$ cat src/rtl/assert_macros.svh
// assertion macros shared by the point table rtl
`ifndef ASSERT_MACROS_SVH
`define ASSERT_MACROS_SVH

// same-cycle implication, disabled while reset is held
`define KNP_ASSERT_IMP(label, clk, rst_n, ante, cons, msg) \
  label: assert property (@(posedge clk) disable iff (!rst_n) (ante) |-> (cons)) else $error(msg);

// next-cycle implication, disabled while reset is held
`define KNP_ASSERT_NXT(label, clk, rst_n, ante, cons, msg) \
  label: assert property (@(posedge clk) disable iff (!rst_n) (ante) |=> (cons)) else $error(msg);

`endif

$ cat src/rtl/knp_pkg.sv
// shared types and constants of the nearest point table
package knp_pkg;

  localparam int COORD_W = 16;
  localparam int DIST_W  = 33;
  localparam int PIDX_W  = 10;
  localparam int K_W     = 7;
  localparam int STAT_W  = 3;
  localparam int OP_W    = 2;

  localparam logic [K_W-1:0] K_RESET = 7'd16;

  localparam logic [OP_W-1:0] OP_INSERT = 2'd0;
  localparam logic [OP_W-1:0] OP_QUERY  = 2'd1;
  localparam logic [OP_W-1:0] OP_CLEAR  = 2'd2;

  localparam logic [STAT_W-1:0] ST_INSERTED = 3'd0;
  localparam logic [STAT_W-1:0] ST_FULL     = 3'd1;
  localparam logic [STAT_W-1:0] ST_NEIGHBOR = 3'd2;
  localparam logic [STAT_W-1:0] ST_EMPTY    = 3'd3;
  localparam logic [STAT_W-1:0] ST_CLEARED  = 3'd4;

  typedef struct packed {
    logic clr;
    logic ins;
    logic shift;
  } cell_ctl_t;

endpackage

$ cat src/rtl/knp_cell.sv
// one slot of the sorted neighbor chain
module knp_cell #(
  parameter int IDX_W = 10
) (
  input  logic                        clk,
  input  logic                        rst_n,
  input  knp_pkg::cell_ctl_t          ctl,
  input  logic [knp_pkg::DIST_W-1:0]  cand_dist,
  input  logic [IDX_W-1:0]            cand_idx,
  input  logic                        prev_valid,
  input  logic [knp_pkg::DIST_W-1:0]  prev_dist,
  input  logic [IDX_W-1:0]            prev_idx,
  input  logic                        prev_lt,
  input  logic                        next_valid,
  input  logic [knp_pkg::DIST_W-1:0]  next_dist,
  input  logic [IDX_W-1:0]            next_idx,
  output logic                        valid,
  output logic [knp_pkg::DIST_W-1:0]  sq_dist,
  output logic [IDX_W-1:0]            idx,
  output logic                        lt
);

  logic                       valid_r, valid_nxt;
  logic [knp_pkg::DIST_W-1:0] dist_r, dist_nxt;
  logic [IDX_W-1:0]           idx_r, idx_nxt;

  // strict compare: equal distance stays behind the earlier point
  assign lt = !valid_r || (cand_dist < dist_r);

  always_comb begin
    valid_nxt = valid_r;
    dist_nxt  = dist_r;
    idx_nxt   = idx_r;
    if (ctl.clr) begin
      valid_nxt = 1'b0;
    end else if (ctl.shift) begin
      valid_nxt = next_valid;
      dist_nxt  = next_dist;
      idx_nxt   = next_idx;
    end else if (ctl.ins && lt) begin
      if (prev_lt) begin
        // candidate lands further up, take the neighbor's entry
        valid_nxt = prev_valid;
        dist_nxt  = prev_dist;
        idx_nxt   = prev_idx;
      end else begin
        valid_nxt = 1'b1;
        dist_nxt  = cand_dist;
        idx_nxt   = cand_idx;
      end
    end
  end

  always_ff @(posedge clk) begin
    if (!rst_n) begin
      valid_r <= 1'b0;
    end else begin
      valid_r <= valid_nxt;
    end
  end

  always_ff @(posedge clk) begin
    dist_r <= dist_nxt;
    idx_r  <= idx_nxt;
  end

  assign valid   = valid_r;
  assign sq_dist = dist_r;
  assign idx     = idx_r;

endmodule

$ cat config.mk
export PLATFORM = sky130hd
export DESIGN_NAME = knp_cell
export DESIGN_NICKNAME = d
export VERILOG_FILES = /design/src/rtl/assert_macros.svh /design/src/rtl/knp_pkg.sv /design/src/rtl/knp_cell.sv
export SDC_FILE = /design/constraint.sdc
export NUM_CORES = 1
export LEC_CHECK = 0
export ABC_AREA = 0
export BUFFER_PORTS_ARGS = -buffer_cell sky130_fd_sc_hd__buf_2
export CORE_MARGIN = 8
export CORE_UTILIZATION = 45
export CTS_BUF_LIST = sky130_fd_sc_hd__clkbuf_4
export DETAILED_ROUTE_END_ITERATION = 16
export PLACE_DENSITY = 0.83
export SLEW_MARGIN = 30
export SYNTH_ARGS = -nofsm -noshare
export SYNTH_HDL_FRONTEND = slang
export SYNTH_SLANG_ARGS = --single-unit
$ cat constraint.sdc
create_clock -name clk -period 3.9 [get_ports clk]
set_clock_uncertainty 0.2 [all_clocks]
set_input_delay 0.39 -clock clk [delete_from_list [all_inputs] [get_ports clk]]
set_output_delay 0.39 -clock clk [all_outputs]
set_load 0.01 [all_outputs]
Word level (Yosys, flattened, before mapping)

Index checks and enable logic that the tools add are counted.

Output and inout bits: 45
Bits in registers: 44
Logic and storage cells: 21

Order comparisons: 1
Reductions and logical operators: 6
Bitwise logic cells: 2
Multiplexer cells: 9

Operators by type and width:

| operator            | number |
|---|---|
| $mux W33            | 3 |
| $lt A33 B33 Y1      | 1 |
| $mux W10            | 3 |
| $mux W1             | 3 |
| $not A1 Y1          | 2 |
| $reduce_and A2 Y1   | 1 |
| $reduce_bool A2 Y1  | 1 |
| $reduce_or A2 Y1    | 1 |
| $logic_and A1 B1 Y1 | 1 |
| $logic_not A1 Y1    | 1 |
| $logic_or A1 B1 Y1  | 1 |

Longest topological paths before layout

Depth after elaboration: 5
Mapped depth: 8
Mapped depth without buffers: 8

Worst setup path after synthesis

OpenSTA, ideal clock, no wires.

Path type: reg-to-reg
Start point: reg dist_r, in the netlist sq_dist[15]
End point: reg idx_r[0], in the netlist idx[0], enable pin
Stages on the path, launching flop included: 9
Period minus slack after synthesis: 3.581 ns
Setup slack: 0.319 ns
Arrival time: 2.975 ns
Path through: edfxtp_1 -> inv_1 -> ha_1 -> a21oi_2 -> nand2_1 -> a221o_1 -> a211o_1 -> a221oi_2 -> o221a_1

Cells in the longest elaborated chain, start to end: 5

RTL lines:

| item                         | line           | text |
|---|---|---|
| from (decl)                  | knp_cell.sv:24 | `logic [knp_pkg::DIST_W-1:0] dist_r, dist_nxt;` |
| from (signal assigned)       | knp_cell.sv:63 | `dist_r <= dist_nxt;` |
| $lt A33 B33 Y1               | knp_cell.sv:28 | `assign lt = !valid_r \|\| (cand_dist < dist_r);` |
| $logic_or A1 B1 Y1           | knp_cell.sv:28 |  |
| $logic_and A1 B1 Y1          | knp_cell.sv:40 | `end else if (ctl.ins && lt) begin` |
| $reduce_bool A2 Y1 (no line) | n/a            |  |
| $reduce_and A2 Y1 (no line)  | n/a            |  |
| to (signal assigned)         | knp_cell.sv:64 | `idx_r <= idx_nxt;` |
| to (decl)                    | knp_cell.sv:25 | `logic [IDX_W-1:0] idx_r, idx_nxt;` |

No other way between the ends.
A chain may end at the register's enable or synchronous reset.

Worst setup path after layout

Start point: reg dist_r, in the netlist sq_dist[6]
End point: out lt

Cells in the longest elaborated chain, start to end: 2

RTL lines:

| item               | line           | text |
|---|---|---|
| $lt A33 B33 Y1     | knp_cell.sv:28 |  |
| $logic_or A1 B1 Y1 | knp_cell.sv:28 |  |
| to (decl)          | knp_cell.sv:20 | `output logic lt` |

No other way between the ends.

==> flow_summary.yaml <==
run_status:
  outcome: "finished, final reports clean"
critical_path:
  cp_max_fo: 3
  endpoint_kind: "primary output"
  cp.required_ns: 3.31
  worst_ep_arrival_time_ns: 2.57
  cp_slowest_cell: "edfxtp_1"
  startpoint_type: "register"
  critical_path_class: "reg2out"
  critical-path-max-stage-delay_ns: 0.42
  crit_chain: "inv_1 > ha_1 > a21oi_1 > o21ai_0 > a221o_1 > a211o_1 > a221oi_2 > nand2b_1 > buf_2"
synth:
  synth_top_area_frac: 0.422
  yosys.area_share.adder: 0.131
  yosysWarnings: 0
  synth_common_cells: "54 x nand2_1, 49 x o21ai_0, 43 x edfxtp_1, 43 x mux2i_1, 34 x inv_1"
  yosys-mux-area-fraction: 0.141
  synth-seq-area-share: 0.429
  async_flop_share: 0
  synth_most_common_cell: "nand2_1"
  synthFlopType: "edfxtp_1"
  synth.area.top_cells: "edfxtp_1 42%, mux2i_1 14%, ha_1 13%"
  synth_simple_gate_area_share: 0.106
  syn_area_per_cell_sq_um: 9.70
  ys_ff_latch: 44
  synth_nets: 484
  synth-xor-area-share: 0
  syn_area_sq_mm: 0.00306
  synth_top_family_by_area: "multiplexers"
  ys_types: 26
  netlist_instances: 315
  synth_compound_area_frac: 0.132
  synth_area_leader_cell: "edfxtp_1"
  synth-edff-count: 43
cells_and_area:
  area_growth_pct: 37.1
  finalNetCount: 661
  design_area_sq_mm: 0.00419
  drive_above_1_share: 0.400
  antenna-diode-count: 0
die:
  die_y_um: 98.4
  core.rowCount: 30
  initial_core_util: 0.457
  core_sq_mm: 0.00668
  io-pin-count: 182
  die_x_um: 98.4
  design.die.area_sq_mm: 0.00969
timing:
  clock.fmax_mhz: 316
  relSlewSlack: 0.548
  final_max_slew_viol_count: 0
  max_slew.worst_pin.slew_ns: 0.678
  rsz0062_at_grt: "no"
  period_share: 0.811
  hold_violations: 0
  min_period_ns: 3.16
  tns_ns: 0
  setup_violations: 0
clock_tree:
  cts_resized: 0
  clkTransAtPathRegs_ns: 0.15
  cts_htree_levels: 2
  cts.sinks: 44
  hold_buffers: 0
  clk_latency_ns: 0.37
  cts_buffer_depth: 2
  cts_tree: "built"
  cts_buffers: 5
  post_cts_buffers: 0
  cts_root_buffer: "clkbuf_4"
route:
  detail_route.wl_per_cell_um: 15.9
  drc: 0
  postRouteAntennaNets: 0
  drt_wl_total_um: 9140
  vias: 2950
  dr.pass1.iters: 4
  drtIter0Drc: 71
  drt-vias-per-instance: 5.15
global_route:
  grt_overflow: 0
  grt_pass1_vias: 3224
  antenna_found_initial: 0
  track_usage: 0.183
  grt_max_degree: 49
  grt_pass1_wl_um: 14600
pwr:
  power_density_mw_per_mm2: 313
  power.internal_uw: 975
  p_leak_nw: 2.17
  seqPwrFrac: 0.438
  ir_worst_vdd_uv: 189
  switchingPower_uw: 336
  clkPwrFrac: 0.320
  switching_share: 0.256
  pwr-share-comb: 0.242
place:
  port_buffers: 181
  gp_congestion: 0.827
  dp_hpwl_um: 7530
  placed_cell_area_sq_mm: 0.00404
job:
  drv_cap: 0
worst_hold_path:
  hp-class: "in2reg"
==> flip-flops by register name, summed over array words and instances (netlist names) <==
register,cells
idx,10
sq_dist,33
valid,1
==> routing by layer <==
layer,vias to the layer above,track usage,wire length (um)
li1,1478,-,-
met1,1337,0.177,3370
met2,115,0.342,4790
met3,20,0.0768,800
met4,0,0.0602,183
met5,-,0,0
==> layout by cell type, fill, tap and decap left out, types with 2 or more instances in the layout <==
cell / count
edfxtp_1: 43
nand4_1: 6
clkbuf_4: 5
ha_1: 32
mux2i_1: 43
buf_4: 2
o21ai_0: 49
nor2_1: 3
a21oi_1: 16
nand2b_1: 3
buf_2: 181
nand2_1: 54
bufinv_16: 3
nand3_1: 4
inv_1: 34
==> per-stage QoR <==
stage          utilization  setup slack, ns  hold slack, ns  power (mW)  cells
2_1_floorplan            -            0.319           0.331       0.753    315
3_3_place_gp         0.604            0.859           0.448       0.887    564
3_5_place_dp         0.604            0.813           0.456       0.904    564
4_1_cts              0.623            0.671          0.0469        1.32    572
5_1_grt              0.627            0.458          0.0410        1.38    573
6_report             0.627            0.738          0.0540        1.31    573
==> critical path, delay by kind of cell, from the launching register on <==
family          cells  cell delay [ns]
compound gates      5             1.17
fa+ha+maj           1             0.24
buf+inv             2             0.23
flops               1             0.42
simple gates        1             0.16
==> kinds of logic (layout without fill, tap and decap cells) <==
logic type,after synthesis,after routing
compound gates,73,73
fa+ha+maj,32,32
buf+inv,49,227
flops,44,44
mux,43,43
simple gates,74,74
==> final timing paths <==
path | from | to | slack, ns | cells past startpoint
setup / recovery | sq_dist[6]$_DFFE_PP_ | lt | 0.74 | 9
hold / removal | rst_n | valid$_SDFFE_PP0P_ | 0.05 | 3
setup reg to reg | sq_dist[6]$_DFFE_PP_ | sq_dist[17]$_DFFE_PP_ | 0.94 | 9
hold reg to reg | valid$_SDFFE_PP0P_ | valid$_SDFFE_PP0P_ | 0.49 | 4
==> power groups by stage <==
stage          registers, mW  clock network, mW  logic [mW]
2_1_floorplan          0.603                  0       0.150
3_5_place_dp           0.586                  0       0.318
4_1_cts                0.575              0.427       0.320
6_report               0.575              0.420       0.317
3_3_place_gp           0.584                  0       0.303
5_1_grt                0.580              0.444       0.357
==> cell type report <==
| type | count | area, sq um |
|---|---|---|
| clock buffers | 5 | 37.5 |
| clock inverters | 3 | 90.1 |
| fillers | 560 | 2490 |
| inverters | 34 | 128 |
| multi-input cells | 222 | 1560 |
| flip-flops and latches | 44 | 1310 |
| well taps | 80 | 100 |
| repair buffers | 185 | 968 |
Power figures use the tool's default switching activity.
